$ cat src/sv/bbe_pkg.sv
// ----------------------------------------------------------------------------
// bbe_pkg: shared types and constants for the B-spline basis evaluator
// Degree, knot table depth, field widths, states, command and status structs.
// ----------------------------------------------------------------------------
package bbe_pkg;

  localparam int Degree    = 3;
  localparam int MaxCtrl   = 256;
  localparam int KnotDepth = MaxCtrl + Degree + 1;
  localparam int KW        = $clog2(KnotDepth);
  localparam int NW        = 9;
  localparam int VW        = 17;
  localparam int JW        = 3;
  localparam int BW        = 2;
  localparam int QW        = 35;
  localparam logic [VW-1:0] One = VW'(65536);

  typedef enum logic [9:0] {
    S_IDLE  = 10'b0000000001,
    S_BUILD = 10'b0000000010,
    S_END   = 10'b0000000100,
    S_SRCH  = 10'b0000001000,
    S_SRCHW = 10'b0000010000,
    S_KNOT  = 10'b0000100000,
    S_KNOTW = 10'b0001000000,
    S_DIV   = 10'b0010000000,
    S_UPD   = 10'b0100000000,
    S_EMIT  = 10'b1000000000
  } state_t;

  typedef struct packed {
    logic       build;
    logic       set_count;
    logic       load_u;
    logic       rd_end;
    logic       chk_end;
    logic       rd_mid;
    logic       srch_step;
    logic       rd_left;
    logic       rd_right;
    logic       set_l;
    logic       set_r;
    logic       div_start;
    logic       upd;
    logic       close_row;
    logic       emit;
  } cmd_t;

  typedef struct packed {
    logic build_done;
    logic end_hit;
    logic srch_done;
    logic div_done;
  } stat_t;

endpackage

$ cat src/sv/bbe_ctrl.sv
// ----------------------------------------------------------------------------
// bbe_ctrl: sequencer for knot build, span search and the recurrence
// Issues one command word per cycle and steps on datapath status.
// ----------------------------------------------------------------------------
module bbe_ctrl (
  input  logic             clk,
  input  logic             rst,
  input  logic             cfg_valid,
  output logic             cfg_ready,
  input  logic             in_valid,
  output logic             in_ready,
  output logic             out_valid,
  input  logic             out_ready,
  input  bbe_pkg::stat_t   stat,
  output bbe_pkg::cmd_t    cmd,
  output logic [bbe_pkg::JW-1:0] j,
  output logic [bbe_pkg::JW-1:0] r,
  output logic [bbe_pkg::JW-1:0] k
);
  import bbe_pkg::*;

  state_t state, state_next;
  logic booted;

  assign cfg_ready = (state == S_IDLE) && booted;
  assign in_ready  = (state == S_IDLE) && booted && !cfg_valid;
  assign out_valid = (state == S_EMIT);

  always_comb begin
    cmd = '0;
    state_next = state;
    case (state)
      S_IDLE: begin
        if (!booted) begin
          state_next = S_BUILD;
        end else if (cfg_valid) begin
          cmd.set_count = 1'b1;
          state_next = S_BUILD;
        end else if (in_valid) begin
          cmd.load_u = 1'b1;
          cmd.rd_end = 1'b1;
          state_next = S_END;
        end
      end
      S_BUILD: begin
        cmd.build = 1'b1;
        if (stat.build_done) state_next = S_IDLE;
      end
      S_END: begin
        cmd.chk_end = 1'b1;
        if (stat.end_hit) begin
          cmd.rd_left = 1'b1;
          state_next = S_KNOT;
        end else begin
          cmd.rd_mid = 1'b1;
          state_next = S_SRCH;
        end
      end
      S_SRCH: begin
        cmd.rd_mid = 1'b1;
        state_next = S_SRCHW;
      end
      S_SRCHW: begin
        cmd.srch_step = 1'b1;
        if (stat.srch_done) begin
          cmd.rd_left = 1'b1;
          state_next = S_KNOT;
        end else begin
          cmd.rd_mid = 1'b1;
          state_next = S_SRCH;
        end
      end
      S_KNOT: begin
        cmd.set_l = 1'b1;
        cmd.rd_right = 1'b1;
        state_next = S_KNOTW;
      end
      S_KNOTW: begin
        cmd.set_r = 1'b1;
        cmd.div_start = 1'b1;
        state_next = S_DIV;
      end
      S_DIV: begin
        if (stat.div_done) state_next = S_UPD;
      end
      S_UPD: begin
        cmd.upd = 1'b1;
        if (r == j - JW'(1)) begin
          cmd.close_row = 1'b1;
          if (j == JW'(Degree)) begin
            state_next = S_EMIT;
          end else begin
            cmd.rd_left = 1'b1;
            state_next = S_KNOT;
          end
        end else begin
          cmd.div_start = 1'b1;
          state_next = S_DIV;
        end
      end
      S_EMIT: begin
        if (out_ready) begin
          cmd.emit = 1'b1;
          if (k == JW'(Degree)) state_next = S_IDLE;
        end
      end
      default: state_next = S_IDLE;
    endcase
  end

  always_ff @(posedge clk) begin
    if (rst) begin
      state <= S_IDLE;
      booted <= 1'b0;
      j <= '0;
      r <= '0;
      k <= '0;
    end else begin
      state <= state_next;
      if (state == S_BUILD && stat.build_done) booted <= 1'b1;
      if (cmd.load_u) begin
        j <= JW'(1);
        r <= '0;
        k <= '0;
      end
      if (cmd.upd) begin
        if (cmd.close_row) begin
          j <= j + JW'(1);
          r <= '0;
        end else begin
          r <= r + JW'(1);
        end
      end
      if (cmd.emit) k <= k + JW'(1);
    end
  end
endmodule

$ cat config.mk
export PLATFORM = sky130hd
export DESIGN_NAME = bbe_ctrl
export DESIGN_NICKNAME = d
export VERILOG_FILES = /design/src/sv/bbe_pkg.sv /design/src/sv/bbe_ctrl.sv
export SDC_FILE = /design/constraint.sdc
export NUM_CORES = 1
export LEC_CHECK = 0
export BUFFER_PORTS_ARGS = -buffer_cell sky130_fd_sc_hd__buf_2
export CELL_PAD_IN_SITES_DETAIL_PLACEMENT = 1
export CELL_PAD_IN_SITES_GLOBAL_PLACEMENT = 2
export CORE_ASPECT_RATIO = 1.4
export CORE_MARGIN = 2
export CORE_UTILIZATION = 33
export DETAILED_ROUTE_END_ITERATION = 8
export GPL_TIMING_DRIVEN = 0
export HOLD_SLACK_MARGIN = 0.02
export PLACE_DENSITY_LB_ADDON = 0.1
export SYNTH_ARGS = -nofsm -noshare
export SYNTH_HDL_FRONTEND = slang
export SYNTH_SLANG_ARGS = --single-unit
export TNS_END_PERCENT = 1
$ cat constraint.sdc
create_clock -name clk -period 6.5 [get_ports clk]
set_clock_uncertainty 0.2 [all_clocks]
set_input_delay 1.3 -clock clk [delete_from_list [all_inputs] [get_ports clk]]
set_output_delay 1.3 -clock clk [all_outputs]
set_load 0.02 [all_outputs]
; ---- Yosys cells after proc, flatten, opt, wreduce, memory -nomap -nowiden
; Index checks and enable logic that the tools add are counted.
[word_totals]
reg_bits = 20
in_bits = 9
wordCells = 77
[op_classes]
n_addsub = 4
n_eq_ne = 18
mux = 43
reduce_logical = 7
[ops]
columns = op, count
row1 = 10-bit case mux with 10 select lines, 1
row2 = 10-bit 2-to-1 mux, 9
row3 = 3-bit 2-to-1 mux, 9
row4 = 1-bit 2-to-1 mux, 15
row5 = 6-bit 2-to-1 mux, 2
row6 = "10-bit by 1-bit equality test with 1-bit output, second input constant", 1
row7 = "10-bit equality test, second input constant", 1
row8 = "10-bit by 2-bit equality test with 1-bit output, second input constant", 1
row9 = "10-bit by 3-bit equality test with 1-bit output, second input constant", 1
row10 = "10-bit by 4-bit equality test with 1-bit output, second input constant", 1
row11 = "10-bit by 5-bit equality test with 1-bit output, second input constant", 1
row12 = "10-bit by 6-bit equality test with 1-bit output, second input constant", 1
row13 = "10-bit by 7-bit equality test with 1-bit output, second input constant", 1
row14 = "10-bit by 8-bit equality test with 1-bit output, second input constant", 1
row15 = "10-bit by 9-bit equality test with 1-bit output, second input constant", 1
row16 = "3-bit by 1-bit adder with 3-bit output, second input constant", 3
row17 = 2-bit 2-to-1 mux, 4
row18 = "3-bit by 2-bit equality test with 1-bit output, second input constant", 2
row19 = 1-bit case mux with 3 select lines, 2
row20 = 5-bit AND reduction, 1
row21 = "2-bit by 1-bit inequality test with 1-bit output, second input constant", 2
row22 = "2-bit inequality test, second input constant", 2
row23 = "4-bit inequality test, second input constant", 1
row24 = 2-bit nonzero test, 2
row25 = 5 further kinds, 7

; ---- Longest topological paths before layout
; Gate-level depths: netlist of run 1.
[logic_depth]
ltp_word = 7
mapped_depth = 6

; ---- Worst setup path before layout of run 1
; OpenSTA, ideal clock, no wires.
[synth_timing]
kind = in2out
from = input cfg_valid
to = output cmd[12] (netlist name)
arrival_time_ns = 2.202
required_ns = 5.000
setup_slack_ns = 2.798
stages = 5
path_cell_list = and4b_1 -> nand4_1 -> clkbuf_1 -> inv_1 -> buf_4
[synth_rtl]
columns = element, line
row1 = start: declaration, bbe_ctrl.sv:8  ; input logic cfg_valid,
row2 = end: declaration, bbe_ctrl.sv:15  ; output bbe_pkg::cmd_t cmd,

==> impl_metrics.py, run 1 <==
metrics = {
    "finish": {
        "n_fill_cell": 514,
        "nNetsFinal": 212,
        "final_common_cell": "buf_2",
        "drive_gt1_share_pct": 31.1,
        "final_area_um2": 1660,
        "area_delta_synth_final_pct": 20.2,
        "diodes": 0,
        "final_cell_mix": "buf_2, dfxtp_1, inv_1",
    },
    "synthesis": {
        "yosysUniqueCellTypes": 53,
        "synth-seq-cells": 20,
        "synth_edf_count": 0,
        "yosysWarnings": 0,
        "synth_area_um2": 1380,
        "synthFlopType": "dfxtp_1",
        "async_flop_share_pct": 0,
        "avgSynthCellArea_um2": 8.76,
        "synth-seq-area-share_pct": 28.9,
        "netlist_instances": 158,
        "syn-num-nets": 173,
    },
    "grt": {
        "grt_max_degree": 12,
        "grt_pass1_vias": 1422,
        "grt_util_all_layers_pct": 17.4,
        "grt_pass1_wl_um": 6550,
        "overflow": 0,
        "antenna_found_initial": 0,
    },
    "sta": {
        "fin_tns_setup_ps": 0,
        "slew_violations": 0,
        "period_needed_ps": 4030,
        "rsz0062_at_grt": "no",
        "hold_violations": 0,
        "final-setup-viol-count": 0,
        "worstMarginPinSlew_ps": 566,
        "fmax_mhz": 248,
        "slew_headroom_pct": 62.0,
        "fin_crit_sh_pct": 62.0,
    },
    "floorplan": {
        "die_h_um": 80.6,
        "die_w_um": 58.7,
        "die_area_um2": 4730,
        "coreArea_um2": 3990,
        "start_util_pct": 34.7,
        "fp-row-count": 27,
        "ioPinCount": 36,
    },
    "clock_tree": {
        "cts-root-buf": "clkbuf_8",
        "clkLatencyLatePin_ps": 260,
        "holdBufCountCts": 0,
        "cts_resized": 0,
        "numCtsBuffers": 3,
        "htreeDepth": 1,
        "clkSinkCount": 20,
        "path_clk_slew_ps": 80,
        "cts_max_path_buffers": 2,
        "cts_setup_buffers": 0,
        "cts_tree": "done",
    },
    "placement": {
        "gp_congestion": 0.850,
        "post-dp-hpwl_um": 3040,
        "place_area_um2": 1610,
        "portBuffers": 34,
    },
    "worst_setup_path": {
        "crit_chain": "buf_2 > and4b_1 > nand4_1 > clkbuf_1 > inv_1 > buf_4 > buf_2",
        "cp.arrival_ps": 2530,
        "worstPathRequired_ps": 5000,
        "cp_slowest_cell": "clkbuf_1",
        "rrSetupSlack_ps": 4330,
        "r2r_cells": 5,
        "r2r_end": "state[5]$_SDFFE_PP0P_",
        "setup.worst_path.start_class": "input pin",
        "critPathBufInv": 5,
        "crit_start": "cfg_valid",
        "crit_path_frequent_cell": "buf_2",
        "path_delay_family": "buffers and inverters",
        "worst_setup_path_end_kind": "output port",
        "cp_max_fo": 10,
        "max_stage_delay_ps": 410,
        "path_depth": 7,
        "rr_startpoint": "state[7]$_SDFFE_PP0P_",
        "critPathKind": "in -> out",
    },
    "routing": {
        "wl_per_cell_um": 16.1,
        "ant_nets": 0,
        "wirelength_um": 3850,
        "drcViolationCount": 1,
        "vias_per_cell": 5.66,
        "first_pass_iters": 6,
        "num_vias": 1352,
        "drt_iter0_drc": 35,
    },
    "status": {
        "violations": "design-rule violations",
        "status": "finished with violations",
    },
    "pwr": {
        "p_per_area_nw_per_um2": 159,
        "leakage_nw": 0.768,
        "ir_drop_v": 0.0000929,
    },
    "min_path": {
        "worstHoldStart": "k[2]$_SDFFE_PP0P_",
        "min_to": "k[2]$_SDFFE_PP0P_",
        "holdPathStages": 2,
        "min_path_type": "reg -> reg",
    },
    "flow_run": {
        "cap_violations": 0,
    },
}
==> power by group <==
part	switching [W]	leakage (nW)	total (W)	internal, W
sequential	0.00000382	0.162	0.000129	0.000125
clock	0.0000440	0.0288	0.0000979	0.0000539
combinational	0.0000226	0.578	0.0000374	0.0000149
total	0.0000703	0.768	0.000264	0.000194
==> routing by layer <==
metal / up-vias / share of wire [%] / wire length, um / global-route usage (%)
li1: 668 / - / - / -
met1: 667 / 42 / 1610 / 20.2
met2: 13 / 56 / 2140 / 32.9
met3: 4 / 1.5 / 59 / 1.93
met4: 0 / 1.0 / 40 / 4.09
met5: - / 0 / 0 / 0
==> registers in the layout, indices dropped and copies added (netlist names) <==
| name | cells |
|---|---|
| state | 10 |
| r | 3 |
| j | 3 |
| booted | 1 |
| k | 3 |
==> area by class of cell <==
cell class	count	area, um^2	share of cell area (%)
Clock buffer	4	55.1	3.31
Sequential cell	20	400	24.1
Multi-Input combinational cell	115	882	53.0
Tap cell	43	53.8	3.24
Inverter	13	48.8	2.93
Buffer	10	52.6	3.16
Timing Repair Buffer	34	170	10.2
==> stage by stage <==
stage | setup WS [ps] | hold slack [ps] | instances | power [W] | util [%]
6_report | 2470 | 297 | 239 | 0.000264 | 41.7
5_1_grt | 2330 | 322 | 239 | 0.000276 | 41.7
4_1_cts | 2430 | 308 | 239 | 0.000268 | 41.7
3_5_place_dp | 2440 | 294 | 235 | 0.000169 | 40.3
3_3_place_gp | 2450 | 267 | 235 | 0.000167 | 40.3
2_1_floorplan | 2800 | 292 | 158 | 0.000157 | -
==> logic make-up after synthesis <==
| logic type | share of synthesized area, % |
|---|---|
| AO/OA/AOI/OAI | 16.2 |
| XOR/XNOR | 4.16 |
| adder cells (fa/ha/maj) | 5.42 |
| buffers and inverters | 7.32 |
| flip-flops | 28.9 |
| multiplexers | 0.723 |
| AND/OR/NAND/NOR | 37.3 |
==> synthesized netlist by cell type, drive strengths merged (3+ instances only) <==
cell,count,area [um^2]
dfxtp,20,400
inv,13,48.8
nand3,11,55.1
nor2,11,43.8
nand2,7,26.3
nand4,7,43.8
buf,6,37.5
ha,6,75.1
nor4,6,80.1
a21oi,5,25.0
nor2b,5,31.3
clkbuf,4,15.0
a31oi,3,18.8
and4,3,26.3
nand2b,3,18.8
nand4b,3,32.5
nor3,3,15.0
o31ai,3,36.3
xor2,3,26.3
==> how the worst max path moves through the flow <==
stage | to | slack (ps)
after floorplan | cmd[12] | 2800
after global placement | cmd[12] | 2450
after detailed placement | cmd[12] | 2440
after CTS | cmd[12] | 2430
after global routing | cmd[12] | 2330
final | cmd[12] | 2470
==> worst register-to-register path: stages (launching register included) <==
cell	delay, ps
dfxtp_1	300
clkbuf_1	200
nor4_4	470
nand4b_2	400
o32a_1	310
a211oi_2	210
Power figures use the tool's default switching activity.
==> inputs of run 2 (changes only) <==
Settings changed: ABC_AREA set to 1, CORE_UTILIZATION 33 to 25.
Clock period 6.5 ns to 3.24 ns, I/O delays scaled along.
==> run 2 against run 1 <==
The run now ends clean. Via count is 2.4% higher. Total power is 130% higher. Non-clock buffer count is 5 lower. Register-to-register slack worse by 3100 ps. Global-route usage is 3.2 points lower. Clock-buffer cell count is 1 lower. Highest routed layer unchanged.
==> impl_metrics.py, run 2 <==
metrics = {
    "finish": {
        "n_fill_cell": 726,
        "final_cell_mix": "nand2_1, inv_1, buf_2",
        "seqCellArea_um2": 400,
        "nNetsFinal": 265,
        "diodes": 0,
        "final_common_cell": "nand2_1",
        "multi_input_area_um2": 798,
        "top_register": "state",
        "area_delta_synth_final_pct": 23.8,
        "largest_reg_flops": 10,
        "drive_gt1_share_pct": 26.9,
    },
    "synthesis": {
        "synth_area_um2": 1390,
        "synth_top_area_share_pct": 28.8,
        "synth_edf_count": 0,
        "yosysUniqueCellTypes": 31,
        "synth.top_cells.by_area": "dfxtp_1, nand2_1, inv_1",
        "netlist_instances": 210,
        "synth_top_cell_by_area": "dfxtp_1",
        "synth-seq-area-share_pct": 28.8,
        "synth-seq-cells": 20,
        "synth_most_common_cell": "nand2_1",
        "netlist_top_cells_count": "nand2_1, inv_1, nand3_1",
        "syn-num-nets": 225,
        "avgSynthCellArea_um2": 6.63,
        "yosysWarnings": 0,
        "synthFlopType": "dfxtp_1",
        "async_flop_share_pct": 0,
    },
    "sta": {
        "final-setup-viol-count": 0,
        "hold_violations": 0,
        "fmax_mhz": 345,
        "slew_headroom_pct": 65.2,
        "fin_crit_sh_pct": 89.4,
        "rsz0062_at_grt": "no",
        "slew_violations": 0,
        "fin_tns_setup_ps": 0,
        "period_needed_ps": 2900,
        "worstMarginPinSlew_ps": 521,
    },
    "floorplan": {
        "die_w_um": 67.1,
        "die_h_um": 92.3,
        "coreArea_um2": 5450,
        "die_area_um2": 6190,
        "start_util_pct": 25.6,
        "ioPinCount": 36,
        "fp-row-count": 32,
    },
    "clock_tree": {
        "cts-root-buf": "clkbuf_8",
        "cts_setup_buffers": 0,
        "holdBufCountCts": 0,
        "path_clk_slew_ps": 90,
        "cts_tree": "done",
        "htreeDepth": 1,
        "cts_max_path_buffers": 2,
        "clkLatencyLatePin_ps": 270,
        "cts_resized": 0,
        "numCtsBuffers": 3,
        "clkSinkCount": 20,
    },
    "grt": {
        "grt_max_degree": 13,
        "grt_pass1_vias": 1417,
        "overflow": 0,
        "antenna_found_initial": 0,
        "grt_util_all_layers_pct": 14.2,
        "grt_pass1_wl_um": 6600,
    },
    "routing": {
        "drt_iter0_drc": 73,
        "first_pass_iters": 3,
        "wirelength_um": 3980,
        "wl_per_cell_um": 12.6,
        "vias_per_cell": 4.37,
        "num_vias": 1385,
        "drcViolationCount": 0,
        "ant_nets": 0,
    },
    "placement": {
        "portBuffers": 35,
        "post-dp-hpwl_um": 3330,
        "gp_congestion": 0.723,
    },
    "pwr": {
        "p_per_area_nw_per_um2": 354,
        "p_seq_share_pct": 42.3,
        "switching_share_pct": 26.9,
        "ir_drop_v": 0.000153,
        "fin_total_pwr_w": 0.000610,
        "pwr-share-clk_pct": 43.0,
        "internal_power_w": 0.000446,
        "power_frac_comb_pct": 14.7,
        "power_switching_w": 0.000164,
        "leakage_nw": 0.977,
    },
    "worst_setup_path": {
        "worstPathRequired_ps": 2390,
        "cp_max_fo": 4,
        "critPathKind": "reg -> out",
        "cp.arrival_ps": 2050,
        "setup.worst_path.start_class": "flop",
        "r2r_cells": 9,
        "worst_setup_path_end_kind": "output port",
    },
    "flow_run": {
        "cap_violations": 0,
    },
    "min_path": {
        "holdPathStages": 1,
        "min_path_type": "reg -> reg",
    },
    "status": {
        "status": "complete, no violations",
    },
}
-- run 2: cell types whose count changed after synthesis, moves of 5 or more --
| cell | previous run | this run |
|---|---|---|
| a21oi_1 | 5 | 10 |
| inv_1 | 12 | 35 |
| nand2_1 | 7 | 43 |
| nand3_1 | 11 | 24 |
| nor2_1 | 10 | 23 |
| nor2_2 | 1 | 6 |
| nor2b_1 | 5 | 0 |
-- run 2: worst paths after layout --
path	start	to	slack, ps
worst min-delay path	k[0]$_SDFFE_PP0P_	k[0]$_SDFFE_PP0P_	290
worst max register to register	j[0]$_SDFF_PP0_	state[5]$_SDFFE_PP0P_	1240
worst max-delay path	j[0]$_SDFF_PP0_	cmd[7]	340
worst min register to register	k[0]$_SDFFE_PP0P_	k[0]$_SDFFE_PP0P_	290
-- run 2: stage by stage --
step / hold WS [ps] / instances / util, % / instance area, um^2 / setup WS, ps
final: 292 / 317 / 31.7 / 1720 / 343
after global routing: 330 / 317 / 31.7 / 1720 / 164
after CTS: 302 / 317 / 31.7 / 1720 / 278
after detailed placement: 288 / 313 / 30.4 / 1650 / 589
after global placement: 283 / 313 / 30.4 / 1650 / 564
after floorplan: 299 / 210 / - / 1390 / 702
-- run 2: layout make-up --
| cell class | instances | share of cell area (%) |
|---|---|---|
| Clock inverter | 1 | 1.74 |
| Sequential cell | 20 | 23.2 |
| Timing Repair Buffer | 35 | 10.2 |
| Clock buffer | 3 | 2.39 |
| Inverter | 42 | 9.51 |
| Buffer | 4 | 1.74 |
| Tap cell | 68 | 4.93 |
| Multi-Input combinational cell | 144 | 46.3 |
-- run 2: cell families after synthesis --
logic type / share of synthesized area (%)
AOI/OAI and AO/OA: 7.28
xor gates and xnor gates: 2.52
adders and majority gates: 5.39
buffers and inverters: 13.9
DFF: 28.8
and+or+nand+nor: 42.1
-- run 2: metal layers --
metal | vias to the layer above | track usage [%] | wire, um
li1 | 729 | - | -
met1 | 638 | 16.3 | 1680
met2 | 16 | 26.3 | 2180
met3 | 2 | 2.07 | 85
met4 | 0 | 4.08 | 33
met5 | - | 0 | 0
-- run 2: power by group through the flow --
stage               Clock (W)  Combinational (W)  Sequential (W)
floorplan                   0          0.0000649        0.000263
global placement            0          0.0000915        0.000264
detailed placement          0          0.0000911        0.000264
CTS                  0.000276          0.0000914        0.000258
global route         0.000287           0.000105        0.000259
finish               0.000262          0.0000898        0.000258
-- run 2: critical path, cell delays in order, from the launching register on --
cell,delay [ps]
dfxtp_1,400
inv_1,90
ha_1,330
xor2_1,150
nand2_1,70
nor2_2,290
nand3_1,180
nand2_1,110
buf_2,160
==> inputs of run 3 (changes only) <==
Settings changed: CORE_MARGIN 2 to 8.
==> run 3 against run 2 <==
Sequential power about the same. Hold slack improved by 14 ps. Cell count unchanged. Critical path depth unchanged. First-iteration DRC count decreased by 53%. Clock power increased by 2%. Largest cell class unchanged.
==> impl_metrics.py, run 3 (synthesis results as in run 2) <==
metrics = {
    "finish": {
        "final_common_cell": "nand2_1",
        "seqCellArea_um2": 400,
        "top_register": "state",
        "drive_gt1_share_pct": 26.9,
        "area_delta_synth_final_pct": 23.8,
        "n_fill_cell": 731,
        "largest_reg_flops": 10,
        "multi_input_area_um2": 798,
        "nNetsFinal": 265,
        "final_area_um2": 1720,
        "diodes": 0,
        "final_cell_mix": "nand2_1, inv_1, buf_2",
    },
    "placement": {
        "gp_congestion": 0.717,
        "place_area_um2": 1650,
        "portBuffers": 35,
        "post-dp-hpwl_um": 3530,
    },
    "sta": {
        "rsz0062_at_grt": "no",
        "hold_violations": 0,
        "worstMarginPinSlew_ps": 523,
        "final-setup-viol-count": 0,
        "slew_headroom_pct": 65.2,
        "fin_crit_sh_pct": 90.1,
        "fmax_mhz": 342,
        "slew_violations": 0,
        "fin_hold_ws_ps": 306,
        "period_needed_ps": 2920,
        "fin_tns_setup_ps": 0,
    },
    "pwr": {
        "switching_share_pct": 27.4,
        "internal_power_w": 0.000446,
        "p_seq_share_pct": 42.0,
        "ir_drop_v": 0.000122,
        "pwr-share-clk_pct": 43.5,
        "fin_total_pwr_w": 0.000614,
        "leakage_nw": 0.977,
        "p_per_area_nw_per_um2": 356,
        "power_switching_w": 0.000168,
        "power_frac_comb_pct": 14.5,
    },
    "grt": {
        "grt_max_degree": 13,
        "grt_pass1_vias": 1527,
        "grt_pass1_wl_um": 7050,
        "overflow": 0,
        "antenna_found_initial": 0,
        "grt_util_all_layers_pct": 10.8,
    },
    "routing": {
        "drt_iter0_drc": 34,
        "wl_met3_um": 173,
        "first_pass_iters": 4,
        "drcViolationCount": 0,
        "wl_per_cell_um": 13.0,
        "num_vias": 1393,
        "topRoutingLayerUsed": "met4",
        "met2_length_um": 2250,
        "ant_nets": 0,
        "vias_per_cell": 4.39,
        "wirelength_um": 4140,
        "wirelength_met1_um": 1650,
    },
    "floorplan": {
        "die_area_um2": 8250,
        "ioPinCount": 36,
        "die_w_um": 79.1,
        "coreArea_um2": 5450,
        "die_h_um": 104,
        "start_util_pct": 25.6,
        "fp-row-count": 32,
    },
    "clock_tree": {
        "cts_resized": 0,
        "cts-root-buf": "clkbuf_8",
        "numCtsBuffers": 3,
        "cts_tree": "done",
        "cts_max_path_buffers": 2,
        "holdBufCountCts": 0,
        "clkSinkCount": 20,
        "cts_setup_buffers": 0,
        "path_clk_slew_ps": 90,
        "htreeDepth": 1,
        "clkLatencyLatePin_ps": 270,
    },
    "worst_setup_path": {
        "cp_slowest_cell": "dfxtp_1",
        "crit_path_frequent_cell": "nand2_1",
        "setup.worst_path.start_class": "flop",
        "worstPathRequired_ps": 2390,
        "critPathKind": "reg -> out",
        "max_stage_delay_ps": 400,
        "crit_chain": "inv_1 > ha_1 > xor2_1 > nand2_1 > nor2_2 > nand3_1 > nand2_1 > buf_2",
        "cp.arrival_ps": 2070,
        "cp_max_fo": 4,
        "worst_setup_path_end_kind": "output port",
    },
    "flow_run": {
        "cap_violations": 0,
    },
    "min_path": {
        "min_path_type": "reg -> reg",
    },
    "status": {
        "status": "complete, no violations",
    },
}
## run 3: critical path, delay by kind of cell (launching register included)
kind	cells	cell delay [ps]
xor gates and xnor gates	1	150
adders and majority gates	1	330
buffers and inverters	2	250
DFF	1	400
and+or+nand+nor	4	660
## run 3: final timing paths
kind                                        start                     to  slack (ps)  depth (start not counted)
worst max-delay path              j[0]$_SDFF_PP0_                 cmd[7]         320                          8
worst min register to register  k[1]$_SDFFE_PP0P_      k[1]$_SDFFE_PP0P_         310                          2
worst min-delay path            k[1]$_SDFFE_PP0P_      k[1]$_SDFFE_PP0P_         310                          2
worst max register to register    j[0]$_SDFF_PP0_  state[5]$_SDFFE_PP0P_        1230                          9
## run 3: layout make-up
cell class	count	share of cell area, %
multi-input combinational	144	46.3
inverter	42	9.51
buffer	4	1.74
sequential	20	23.2
clock inverter	1	1.74
timing repair buffer	35	10.2
tap	68	4.93
clock buffer	3	2.39
## run 3: through the flow
stage	instances	util, %	worst slack, ps
finish	317	31.7	320
global route	317	31.7	117
CTS	317	31.7	265
detailed placement	313	30.4	579
global placement	313	30.4	565
floorplan	210	-	702
## run 3: routing by layer
layer  up-vias  global-route usage, %
li1        734                      -
met1       631                   10.8
met3         5                   2.51
met4         0                   3.99
met5         -                      0
met2        23                   20.4
## run 3: power by group through the flow
stage | Sequential, W | Combinational, W | Clock (W)
2_1_floorplan | 0.000263 | 0.0000649 | 0
3_3_place_gp | 0.000264 | 0.0000914 | 0
3_5_place_dp | 0.000264 | 0.0000908 | 0
4_1_cts | 0.000258 | 0.0000912 | 0.000277
5_1_grt | 0.000259 | 0.000101 | 0.000291
6_report | 0.000258 | 0.0000890 | 0.000267
